===== src/design/dqs_pkg.sv =====
package dqs_pkg;

	// default store depth and entry width
	localparam int unsigned DQS_DEPTH = 128;
	localparam int unsigned DQS_DW    = 32;
	localparam int unsigned DQS_CW    = 8;

	// request codes; the unused code falls to a default arm
	typedef enum logic [2:0] {
		REQ_PUSH_FRONT = 3'd0,
		REQ_PUSH_BACK  = 3'd1,
		REQ_POP_FRONT  = 3'd2,
		REQ_POP_BACK   = 3'd3,
		REQ_CLEAR      = 3'd4,
		REQ_REVERSE    = 3'd5,
		REQ_SORT       = 3'd6
	} req_t;

	// result status codes
	typedef enum logic [1:0] {
		ST_DONE      = 2'd0,
		ST_POP_EMPTY = 2'd1,
		ST_PUSH_FULL = 2'd2
	} res_status_t;

	// controller states
	typedef enum logic [3:0] {
		S_IDLE,
		S_EXEC,
		S_REV_CHK,
		S_REV_RD,
		S_REV_WA,
		S_REV_WB,
		S_SORT_CHK,
		S_SORT_RD,
		S_SORT_CMP,
		S_SORT_WB,
		S_FIN_RD,
		S_LOAD
	} state_t;

	// controller to datapath
	typedef struct packed {
		logic take;
		logic exec;
		logic rd_ht;
		logic rd_ij;
		logic wr_i_b;
		logic wr_j_a;
		logic rev_adv;
		logic sort_adv;
		logic load;
	} dqs_cmd_t;

	// datapath to controller
	typedef struct packed {
		req_t req;
		logic holds;
		logic rev_more;
		logic sort_more;
		logic gt;
		logic out_free;
	} dqs_stat_t;

endpackage


===== src/design/dqs_ctrl.sv =====
module dqs_ctrl (
	input  logic                clk,
	input  logic                arst_n,
	input  logic                in_valid,
	output logic                in_ready,
	input  dqs_pkg::dqs_stat_t  stat,
	output dqs_pkg::dqs_cmd_t   cmd
);
	import dqs_pkg::*;

	state_t state_q;
	state_t state_d;

	// state register
	always_ff @(posedge clk or negedge arst_n) begin
		if (!arst_n) begin
			state_q <= S_IDLE;
		end else begin
			state_q <= state_d;
		end
	end

	// next state
	always_comb begin
		state_d = state_q;
		case (state_q)
			S_IDLE: begin
				if (in_valid) state_d = S_EXEC;
			end
			S_EXEC: begin
				case (stat.req)
					REQ_REVERSE: state_d = stat.holds ? S_REV_CHK : S_FIN_RD;
					REQ_SORT:    state_d = stat.holds ? S_SORT_CHK : S_FIN_RD;
					default:     state_d = S_FIN_RD;
				endcase
			end
			S_REV_CHK:  state_d = stat.rev_more ? S_REV_RD : S_FIN_RD;
			S_REV_RD:   state_d = S_REV_WA;
			S_REV_WA:   state_d = S_REV_WB;
			S_REV_WB:   state_d = S_REV_CHK;
			S_SORT_CHK: state_d = stat.sort_more ? S_SORT_RD : S_FIN_RD;
			S_SORT_RD:  state_d = S_SORT_CMP;
			S_SORT_CMP: state_d = stat.gt ? S_SORT_WB : S_SORT_CHK;
			S_SORT_WB:  state_d = S_SORT_CHK;
			S_FIN_RD:   state_d = S_LOAD;
			S_LOAD: begin
				if (stat.out_free) state_d = S_IDLE;
			end
			default:    state_d = S_IDLE;
		endcase
	end

	// commands
	always_comb begin
		in_ready     = (state_q == S_IDLE);
		cmd          = '0;
		cmd.take     = (state_q == S_IDLE) && in_valid;
		cmd.exec     = (state_q == S_EXEC);
		cmd.rd_ij    = (state_q == S_REV_RD) || (state_q == S_SORT_RD);
		cmd.wr_i_b   = (state_q == S_REV_WA) || ((state_q == S_SORT_CMP) && stat.gt);
		cmd.wr_j_a   = (state_q == S_REV_WB) || (state_q == S_SORT_WB);
		cmd.rev_adv  = (state_q == S_REV_WB);
		cmd.sort_adv = ((state_q == S_SORT_CMP) && !stat.gt) || (state_q == S_SORT_WB);
		cmd.rd_ht    = (state_q == S_FIN_RD);
		cmd.load     = (state_q == S_LOAD) && stat.out_free;
	end

endmodule


===== config.mk =====
export PLATFORM = sky130hd
export DESIGN_NAME = dqs_ctrl
export DESIGN_NICKNAME = d
export VERILOG_FILES = /design/src/design/dqs_pkg.sv /design/src/design/dqs_ctrl.sv
export SDC_FILE = /design/constraint.sdc
export NUM_CORES = 1
export LEC_CHECK = 0
export ABC_CLOCK_PERIOD_IN_PS = 1960
export BUFFER_PORTS_ARGS = -buffer_cell sky130_fd_sc_hd__buf_2
export CAP_MARGIN = 5
export CORE_AREA = 5 5 42 44
export DETAILED_ROUTE_END_ITERATION = 8
export DIE_AREA = 0 0 47 49
export PLACE_DENSITY_LB_ADDON = 0.2
export SLEW_MARGIN = 20
export SYNTH_ARGS = -nofsm -noshare
export SYNTH_HDL_FRONTEND = slang
export SYNTH_SLANG_ARGS = --single-unit
export TNS_END_PERCENT = 5

===== constraint.sdc =====
create_clock -name clk -period 1.96 [get_ports clk]
set_input_delay 0.196 -clock clk [delete_from_list [all_inputs] [get_ports clk]]
set_output_delay 0.196 -clock clk [all_outputs]
set_load 0.01 [all_outputs]

; Yosys cells after proc, flatten, opt, wreduce, memory -nomap -nowiden
; Index checks and enable logic that the tools add are counted.
[word_totals]
out_inout_bits = 10
latchBits = 0
ramBits = 0
word_cells = 36
mem_count = 0
regBits = 4
mem_bits_ro = 0
in_bits = 11
[op_classes]
bitwise_logic = 0
n_shift = 0
eq_ne = 15
div_mod_pow = 0
reduce_logical = 11
magnitude_cmp = 0
multipliers = 0
addsub = 0
mux = 9
[ops]
columns = op, count
row1 = case mux 4 bit (12 select lines), 1
row2 = 2-to-1 mux 4 bit, 7
row3 = "== test 4 x 3 -> 1 bit, second input constant", 4
row4 = "== test 4 bit, second input constant", 4
row5 = "== test 4 x 2 -> 1 bit, second input constant", 2
row6 = case mux 4 bit (2 select lines), 1
row7 = "== test 3 bit, second input constant", 2
row8 = "== test 4 x 1 -> 1 bit, second input constant", 1
row9 = logical AND 1 bit, 4
row10 = zero test 4 bit, 1
row11 = logical OR 1 bit, 4
row12 = "!= test 2 bit, second input constant", 2
row13 = AND reduction 2 bit, 1
row14 = zero test 1 bit, 1

; Longest topological paths before layout
; Gate-level depths: netlist of the first run.
[logic_depth]
depth_word = 3
ltp_mapped = 5
ltp_nobuf = 3

; Worst setup path after synthesis of the first run
; Ideal clock, no wire load.
[synth_path]
kind = register to output
from = register state_q[2]
to = output cmd[4] in the netlist's numbering
stages_incl_launch_ff = 6
arrival_time_ns = 1.204
required_ns = 1.764
n_path_buf = 2
setup_slack_ns = 0.560
cell_sequence = dfrtp_1 -> buf_6 -> nand2b_1 -> buf_2 -> o21ai_0 -> nor3b_1
[synth_rtl]
columns = element, line
row1 = "start, declared", dqs_ctrl.sv:11  ; state_t state_q;
row2 = "start signal, assigned", dqs_ctrl.sv:19  ; state_q <= state_d;
row3 = "end, declared", dqs_ctrl.sv:7  ; output dqs_pkg::dqs_cmd_t cmd

==> results of run 1 <==
-- kinds of logic after synthesis --
family | Yosys count | share of synthesized area [%]
AOI/OAI and AO/OA | 14 | 23.29
xor gates and xnor gates | 1 | 1.989
buffers and inverters | 9 | 11.93
DFF | 4 | 22.73
muxes | 1 | 2.557
and+or+nand+nor | 26 | 37.50
-- routing by layer --
| layer | up-vias | GRT usage, % |
|---|---|---|
| met4 | 0 | 5.530 |
| met5 | - | 0 |
| met2 | 16 | 16.97 |
| met3 | 0 | 2.583 |
| met1 | 216 | 13.72 |
| li1 | 240 | - |
-- worst max-delay path: stages (launching register included) --
cell and delay (ns):
dfrtp_1 0.56, nand2b_1 0.27, o21ai_0 0.19, nor3b_1 0.19, buf_2 0.16
-- where the power goes --
group / internal (mW) / leakage, nW / switching (mW) / total, mW
Combinational: 0.210 / 0.210 / 0.205 / 0.415
Sequential: 0.123 / 0.0490 / 0.129 / 0.252
Clock: 0.0684 / 0.0138 / 0.0317 / 0.100
-- Yosys cell counts (all sizes together) --
cell type,count,area (um2)
or3b,1,8.760
inv,4,15.01
a2111oi,1,15.01
a21o,1,7.510
buf,5,37.53
o21ai,4,20.01
nor4,1,12.51
nor2b,2,12.51
nand2b,6,37.54
and3,1,6.260
nor3b,2,15.01
mux2,1,11.26
dfrtp,4,100.1
a221o,1,10.01
nor3,6,35.03
xor2,1,8.760
nand2,1,3.750
a31oi,1,6.260
nor2,3,13.77
and2,1,6.260
nand3,1,5.000
nand4b,1,8.760
a211oi,2,15.01
a21oi,2,10.01
o32ai,1,8.760
o311a,1,10.01
-- final timing paths --
check	startpoint	end	slack, ns	cells after the start
max	state_q[3]	cmd[4]	0.16	4
max reg2reg	state_q[1]	state_q[0]	0.53	3
min reg2reg	state_q[2]	state_q[1]	0.70	1
min	arst_n	state_q[3]	0.30	2
max in group asynchronous	arst_n	state_q[2]	1.54	2
min in group clk	stat[7]	state_q[3]	0.31	3
-- final cells by class --
type	count	area [um2]
fillers	158	845.8
inverters	4	15.01
well taps	16	20.02
clock buffers	3	22.52
multi-input cells	42	287.8
repair buffers	21	110.1
flip-flops and latches	4	100.1
-- timing repair --
action                    4_1_cts  5_1_grt
hold endpoints to repair        4        0
setup buffers                   0        0
hold buffers                    1        0
==> out/metrics.cfg, run 1 <==
[clock_network]
cts.sinks = 4
htree_levels = 1
cts_resized = 0
path_clk_slew_ns = 0.04
clk-insertion-delay-late_ns = 0.23
cts_tree = built
cts_made_buffers = 3
clock-root-buffer = clkbuf_4
clk_path_buf_depth = 2

[sta]
worst_slew_pin_slew_ns = 0.4540
slew_headroom_pct = 69.73
layout_min_cycle_time_ns = 1.804
fmax_mhz = 554.4
timing.hold.ws_ns = 0.2992
drv_slew = 0
fin_setup_tns_ns = 0
hold_viol = 0
grt_setup_unrepaired = false
finalCritPeriodShare_pct = 92.03
timing.final.ws_setup_ns = 0.1562
setup_violations = 0
fin_skew_ns = 0.001942

[finish]
postLayoutCoreUtil_pct = 39.64
mostFrequentLayoutCell = buf_2
antenna_cells = 0
stdcell_count = 90
finalInstanceArea_um2 = 555.5
final_nets = 87
top_regs = state_q: 4 flops
drive_above_1_share_pct = 37.84
regMostFlops = state_q
final_cell_mix = 20 x buf_2, 6 x nand2b_1, 5 x nor3_1
area_delta_synth_final_pct = 26.14
largest_reg_flops = 4

[detailed_routing]
viasPerCell = 5.244
met3_length_um = 59
routed_wl_mm = 1.110
drtPass1Iterations = 4
highest_layer = met3
ant_nets = 0
wl_per_cell_um = 12.33
wl_met1_um = 462
routed-wl-met2_um = 588
dr.first_iter.drc_count = 11
vias = 472
drc = 0

[synth]
syn-cell-area_um2 = 440.4
synthesis.nets = 66
postSynthAreaPerCell_um2 = 8.008
synth_cell_types = 30
ys_seq_area_share_pct = 22.73
ys_ff_latch = 4
syn_inst = 55
yosys_warnings = 0

[placed_design]
routabilityCongestion = 0.7863
post_dp_cell_area_um2 = 523.0
place_inst = 86
io_buffers = 20
place_ws_ns = 0.4124
dp_hpwl_um = 878.8

[global_routing]
grt_antenna_before_repair = 0
track_usage_pct = 11.01
grt_pass1_wl_mm = 1.876
overflow = 0
grt_pass1_vias = 452
grt_max_degree = 16

[hold_path]
min_path_type = primary input to asynchronous set/reset pin

[die]
initial_core_util_pct = 31.43
coreArea_um2 = 1401
fp.dieW_um = 47
dieArea_um2 = 2303
pin_count = 21
num_rows = 14
dieHeight_um = 49

[pwr]
total_power_uw = 766.5
ir_drop_mv = 0.4064
power.leakage_nw = 0.2732
powerDensity_nw_per_um2 = 1380

[worst_setup_path]
start_kind = flip-flop
crit_arrival_ns = 1.61
end_kind = primary output
worst-path-max-fanout = 13
path_class = flip-flop to primary output
crit_required_ns = 1.76

[job]
maxCapViolations = 0

[run_status]
outcome = finished clean

(Power assumes the default switching activity.)
==> run 2: changes to the inputs <==
Settings changed: ABC_AREA from default to 1, BUFFER_PORTS_ARGS -buffer_cell sky130_fd_sc_hd__buf_2 to default, DONT_BUFFER_PORTS from default to 1.
==> run 2 against run 1 <==
Against the previous run:
- worst setup slack improved by 0.38 ns
- combinational power is 4% lower
- sequential share of layout area rose by 3.8 points
- sequential cell count unchanged
- routed wire length fell by 12%
- non-clock buffer count down 20
- clock-buffer cell count unchanged
- critical path depth shrank 1
- via count down 9.7%
- cell area fell by 18%
- sequential power decreased by 31%
- final cell count grew 1.1%
- largest cell class unchanged
- largest power group unchanged
==> out/metrics.cfg, run 2 <==
[run_status]
outcome = finished clean  ; unchanged

[finish]
antenna_cells = 0  ; unchanged
drive_above_1_share_pct = 10.67  ; was 37.84%
final_cell_mix = 16 x inv_1, 16 x nand2_1, 10 x nor2_1  ; was 20 x buf_2, 6 x nand2b_1, 5 x nor3_1
largest_reg_flops = 4  ; unchanged
top_regs = state_q: 4 flops  ; unchanged
finalInstanceArea_um2 = 457.9  ; was 555.5 um2
area_delta_synth_final_pct = 12.96  ; was 26.14%
final_nets = 88  ; was 87
regMostFlops = state_q  ; unchanged

[pwr]
p_int_uw = 316.3  ; was 400.9 uW
p_comb_share_pct = 59.2  ; was 54.1%
switching_share_pct = 53.17  ; was 47.70%
p_sw_uw = 359.2  ; was 365.6 uW
power.leakage_nw = 0.2717  ; was 0.2732 nW
ir_drop_mv = 0.5672  ; was 0.4064 mV
clkPwrFrac_pct = 14.9  ; was 13.1%
powerDensity_nw_per_um2 = 1475  ; was 1380 nW/um2
seq_power_share_pct = 25.9  ; was 32.8%

[sta]
hold_viol = 0  ; unchanged
worst_slew_pin_slew_ns = 0.3585  ; was 0.4540 ns
slew_headroom_pct = 76.01  ; was 69.73%
layout_min_cycle_time_ns = 1.424  ; was 1.804 ns
drv_slew = 0  ; unchanged
grt_setup_unrepaired = false  ; unchanged
fin_skew_ns = 0.001156  ; was 0.001942 ns
fin_setup_tns_ns = 0  ; unchanged
fmax_mhz = 702.4  ; was 554.4 MHz
finalCritPeriodShare_pct = 72.64  ; was 92.03%
setup_violations = 0  ; unchanged

[clock_network]
htree_levels = 1  ; unchanged
cts_tree = built  ; unchanged
cts_made_buffers = 3  ; unchanged
cts_resized = 0  ; unchanged
clk-insertion-delay-late_ns = 0.23  ; about the same
post-cts-setup-buffer-count = 0  ; unchanged
cts.sinks = 4  ; unchanged
clock-root-buffer = clkbuf_4  ; unchanged
clk_path_buf_depth = 2  ; unchanged
path_clk_slew_ns = 0.04  ; about the same

[die]
pin_count = 21  ; unchanged
dieArea_um2 = 2303  ; unchanged
fp.dieW_um = 47  ; unchanged
num_rows = 14  ; unchanged
dieHeight_um = 49  ; unchanged
coreArea_um2 = 1401  ; unchanged
initial_core_util_pct = 28.93  ; was 31.43%

[worst_setup_path]
cpMostUsedCell = nor2_1
crit_buf_inv = 0  ; was 1
crit_arrival_ns = 1.23  ; was 1.61 ns
slowest_stage = dfrtp_1  ; unchanged
worst-path-max-fanout = 6  ; was 13
crit_required_ns = 1.76  ; about the same
path_class = flip-flop to primary output  ; unchanged
critical_path.cell_chain = nor2_1 > nand2_2 > nor2_1  ; was nand2b_1 > o21ai_0 > nor3b_1 > buf_2
start_kind = flip-flop  ; unchanged
cp_slowest_stage_delay_ns = 0.42  ; was 0.56 ns
end_kind = primary output  ; unchanged
cp_top_family = simple AND/OR/NAND/NOR gates  ; was flip-flops

[synth]
synth_cell_types = 14  ; was 30
ys_ff_latch = 4  ; unchanged
postSynthAreaPerCell_um2 = 5.710  ; was 8.008 um2
ys_seq_area_share_pct = 24.69  ; was 22.73%
synth_top_area_share_pct = 24.69  ; was 22.73%
synth_edf_count = 0  ; unchanged
synth_common_cells = 16 x inv_1, 16 x nand2_1, 10 x nor2_1  ; was 6 x nand2b_1, 5 x nor3_1, 4 x dfrtp_1, 4 x inv_1
synthesis.nets = 82  ; was 66
ys_top_cells_by_area = dfrtp_1 25%, inv_1 15%, nand2_1 15%  ; was dfrtp_1 23%, nand2b_1 8.5%, nor3_1 5.7%
synth_top_area_cell = dfrtp_1  ; unchanged
synthFlopType = dfrtp_1  ; unchanged
syn_inst = 71  ; was 55
yosys_warnings = 0  ; unchanged
syn-cell-area_um2 = 405.4  ; was 440.4 um2
synth_async_sr_flop_share_pct = 100.0  ; unchanged

[global_routing]
grt_pass1_vias = 381  ; was 452
grt_max_degree = 7  ; was 16
grt_pass1_wl_mm = 1.580  ; was 1.876 mm
overflow = 0  ; unchanged
grt_antenna_before_repair = 0  ; unchanged
track_usage_pct = 9.264  ; was 11.01%

[detailed_routing]
viasPerCell = 4.681  ; was 5.244
wl_per_cell_um = 10.78  ; was 12.33 um
vias = 426  ; was 472
drtPass1Iterations = 4  ; unchanged
routed_wl_um = 981  ; was 1.110 mm
drc = 0  ; unchanged
dr.first_iter.drc_count = 11  ; unchanged
ant_nets = 0  ; unchanged

[placed_design]
routabilityCongestion = 0.7622  ; was 0.7863
dp_hpwl_um = 848.7  ; was 878.8 um
post_dp_cell_area_um2 = 425.4  ; was 523.0 um2
io_buffers = 0  ; was 20

[hold_path]
min_path_type = primary input to flip-flop  ; was primary input to asynchronous set/reset pin

[job]
maxCapViolations = 0  ; unchanged

-- run 2: cell type report --
| type | count | area [um2] |
|---|---|---|
| Fill cell | 170 | 943.4 |
| Multi-Input combinational cell | 49 | 237.7 |
| Sequential cell | 4 | 100.1 |
| Inverter | 18 | 67.56 |
| Clock buffer | 3 | 22.52 |
| Tap cell | 16 | 20.02 |
| Timing Repair Buffer | 1 | 10.01 |
-- run 2: layer usage --
layer,up-vias,part of all wire [%],global-route usage [%]
met5,-,0,0
met4,0,1.4,5.530
li1,233,-,-
met2,15,48,13.57
met1,176,41,11.58
met3,2,9.6,2.583
-- run 2: path summary, 6_finish.rpt --
check,slack [ns],start,endpoint,cells after the start
setup / recovery,0.54,state_q[0],cmd[8],3
hold / removal,0.11,stat[2],state_q[2],2
setup reg to reg,0.73,state_q[1],state_q[3],5
hold reg to reg,0.69,state_q[3],state_q[1],3
max in group asynchronous,1.56,arst_n,state_q[3],1
min in group asynchronous,0.23,arst_n,state_q[0],1
-- run 2: kinds of logic (layout without fill, tap and decap cells) --
group / after synthesis / count (layout) / synth area share, %
AO/OA/AOI/OAI: 10 / 10 / 15.43
buffers and inverters: 18 / 22 / 16.67
flip-flops: 4 / 4 / 24.69
AND/OR/NAND/NOR: 39 / 39 / 43.21
-- run 2: worst reg2reg max path: stages (launching register included) --
cell and delay [ns]:
dfrtp_1 0.40, inv_1 0.12, nand2_1 0.10, nor2_1 0.32, nand3_1 0.12, nand3_1 0.09
-- run 2: power by group through the flow --
| stage | clock, mW | combinational [mW] | sequential, mW |
|---|---|---|---|
| finish | 0.100 | 0.400 | 0.175 |
| global route | 0.107 | 0.470 | 0.185 |
| CTS | 0.106 | 0.410 | 0.175 |
| detailed placement | 0 | 0.406 | 0.176 |
| global placement | 0 | 0.417 | 0.177 |
| floorplan | 0 | 0.337 | 0.167 |
-- run 2: repair_timing --
item,4_1_cts,5_1_grt
endpoints found under the setup margin,0,0
hold endpoints to repair,4,0
hold buffers,1,0
-- run 2: through the flow --
step	hold slack [ns]	setup WS (ns)	utilization (%)	power, mW	cells
finish	0.1077	0.5362	32.68	0.6755	91
global placement	-0.09943	0.7270	30.36	0.5937	87
global route	0.1177	0.4430	32.68	0.7627	91
detailed placement	-0.09945	0.7268	30.36	0.5819	87
floorplan	-0.09959	0.8607	-	0.5043	71
CTS	0.1056	0.5196	32.68	0.6912	91
==> run 3: changes to the inputs <==
Settings changed: ABC_AREA 1 to 0, ABC_CLOCK_PERIOD_IN_PS 1960 to 1300.
Clock period 1.96 ns to 1.3 ns, I/O delays scaled along.
==> run 3 against run 2 <==
Against the previous run:
- the run now ends with setup timing left
- critical path depth is the same
- routed wire length up 37%
- combinational power rose to 3.2 times the previous value
- clock skew is 0.00096 ns lower
- worst setup slack got worse by 0.64 ns
- via count grew 6.8%
- sequential cell count unchanged
- first-iteration DRC count fell by 27%
- largest power group unchanged
==> out/metrics.cfg, run 3 (synthesized netlist as in run 1, its figures left out) <==
[worst_setup_path]
cp.depth = 3  ; unchanged
cp_slowest_stage_delay_ns = 0.40  ; was 0.42 ns
r2r_end = state_q[3]  ; unchanged
crit_buf_inv = 1  ; was 0
path_class = flip-flop to primary output  ; unchanged
end_kind = primary output  ; unchanged
r2r_slack_ns = -0.04  ; was 0.73 ns
crit_path_end = cmd[8]  ; unchanged
crit_arrival_ns = 1.27  ; was 1.23 ns
worst-path-max-fanout = 4  ; was 6
critical_path.cell_chain = buf_4 > nor4_4 > and2_4  ; was nor2_1 > nand2_2 > nor2_1
critPathLaunch = state_q[1]  ; was state_q[0]
cp_top_family = simple AND/OR/NAND/NOR gates  ; unchanged
crit_required_ns = 1.17  ; was 1.76 ns
slowest_stage = dfrtp_1  ; unchanged
r2r-start = state_q[0]  ; was state_q[1]
reg2reg_depth = 4  ; was 5
start_kind = flip-flop  ; unchanged

[sta]
slew_headroom_pct = 81.92  ; was 76.01%
layout_min_cycle_time_ns = 1.400
fin_setup_tns_ns = -0.5620  ; was 0 ns
grt_setup_unrepaired = true  ; was false
setup_violations = 10  ; was 0
drv_slew = 0  ; unchanged
hold_viol = 0  ; unchanged
finalCritPeriodShare_pct = 107.7
fin_skew_ns = 0.0001960  ; was 0.001156 ns
timing.final.ws_setup_ns = -0.1004  ; was 0.5362 ns
worst_slew_pin_slew_ns = 0.2707  ; was 0.3585 ns
fmax_mhz = 714.1

[global_routing]
grt_antenna_before_repair = 0  ; unchanged
overflow = 0  ; unchanged
track_usage_pct = 12.76  ; was 9.264%
grt_pass1_wl_mm = 2.083  ; was 1.580 mm
grt_max_degree = 9  ; was 7
grt_pass1_vias = 474  ; was 381

[die]
coreArea_um2 = 1401  ; unchanged
dieHeight_um = 49  ; unchanged
num_rows = 14  ; unchanged
dieArea_um2 = 2303  ; unchanged
pin_count = 21  ; unchanged
initial_core_util_pct = 31.43  ; was 28.93%
fp.dieW_um = 47  ; unchanged

[detailed_routing]
drtPass1Iterations = 4  ; unchanged
routed_wl_mm = 1.343  ; was 981 um
vias = 455  ; was 426
ant_nets = 0  ; unchanged
dr.first_iter.drc_count = 8  ; was 11
wl_per_cell_um = 15.44  ; was 10.78 um
viasPerCell = 5.230  ; was 4.681
drc = 0  ; unchanged

[clock_network]
cts_tree = built  ; unchanged
clk-insertion-delay-late_ns = 0.24  ; was 0.23 ns
htree_levels = 1  ; unchanged
clk_path_buf_depth = 2  ; unchanged
path_clk_slew_ns = 0.04  ; about the same
clock-root-buffer = clkbuf_4  ; unchanged
cts_made_buffers = 3  ; unchanged
cts.sinks = 4  ; unchanged

[finish]
final_cell_mix = 12 x buf_4, 5 x buf_6, 4 x inv_1  ; was 16 x inv_1, 16 x nand2_1, 10 x nor2_1
mostFrequentLayoutCell = buf_4
top_regs = state_q: 4 flops  ; unchanged
finalInstanceArea_um2 = 704.4  ; was 457.9 um2
final_nets = 84  ; was 88
stdcell_count = 87  ; was 91
drive_above_1_share_pct = 56.34  ; was 10.67%
largest_reg_flops = 4  ; unchanged
antenna_cells = 0  ; unchanged
fill_cells = 139  ; was 170
area_delta_synth_final_pct = 59.94  ; was 12.96%
regMostFlops = state_q  ; unchanged

[placed_design]
routabilityCongestion = 0.7595  ; was 0.7622
place_inst = 81  ; was 87
place_ws_ns = -0.01230  ; was 0.7268 ns
post_dp_cell_area_um2 = 540.5  ; was 425.4 um2
io_buffers = 0  ; unchanged
dp_hpwl_um = 966.4  ; was 848.7 um

[pwr]
total_power_mw = 1.720  ; was 675.5 uW
ir_drop_mv = 0.9854  ; was 0.5672 mV
powerDensity_nw_per_um2 = 2441  ; was 1475 nW/um2
power.leakage_nw = 0.2963  ; was 0.2717 nW

[job]
maxCapViolations = 0  ; unchanged

[hold_path]
min_path_type = primary input to flip-flop  ; unchanged

[run_status]
violations = setup timing
outcome = complete, but fails checks  ; was finished clean

==> run 3: what timing repair did <==
action                     CTS  global route
hold buffers                 1             0
resized for setup           22             5
setup endpoints to repair   11            12
hold endpoints to repair     4             0
buffers inserted             2             0
pin swaps                    3             2
==> run 3: where the power goes <==
group | internal, mW | switching (mW) | total [mW]
combinational | 0.644 | 0.612 | 1.26
sequential | 0.193 | 0.110 | 0.303
clock | 0.104 | 0.0563 | 0.160
==> run 3: how the worst min path moves through the flow <==
stage | from | end | slack (ns) | cells past startpoint
floorplan | arst_n | state_q[0] | -0.17 | 0
global placement | arst_n | state_q[0] | -0.17 | 0
detailed placement | arst_n | state_q[1] | -0.17 | 0
CTS | stat[7] | state_q[3] | 0.10 | 2
global route | stat[7] | state_q[3] | 0.12 | 2
finish | stat[7] | state_q[3] | 0.10 | 2
==> run 3: metrics by stage <==
step | util, % | hold slack (ns)
floorplan | - | -0.1656
global placement | 38.57 | -0.1654
detailed placement | 38.57 | -0.1654
CTS | 48.66 | 0.1003
global route | 50.27 | 0.1206
finish | 50.27 | 0.1050
==> run 3: routing by layer <==
metal | GRT usage [%] | routed length (um)
met3 | 6.642 | 104
met5 | 0 | 0
met1 | 15.01 | 571
met4 | 5.530 | 0
met2 | 18.78 | 667
==> run 3: final cells by class <==
class | instances | area [um2] | area share [%]
multi-input combinational | 42 | 387.9 | 55.06
timing repair buffer | 18 | 156.4 | 22.20
sequential | 4 | 102.6 | 14.56
clock buffer | 3 | 22.52 | 3.197
tap | 16 | 20.02 | 2.842
inverter | 4 | 15.01 | 2.131
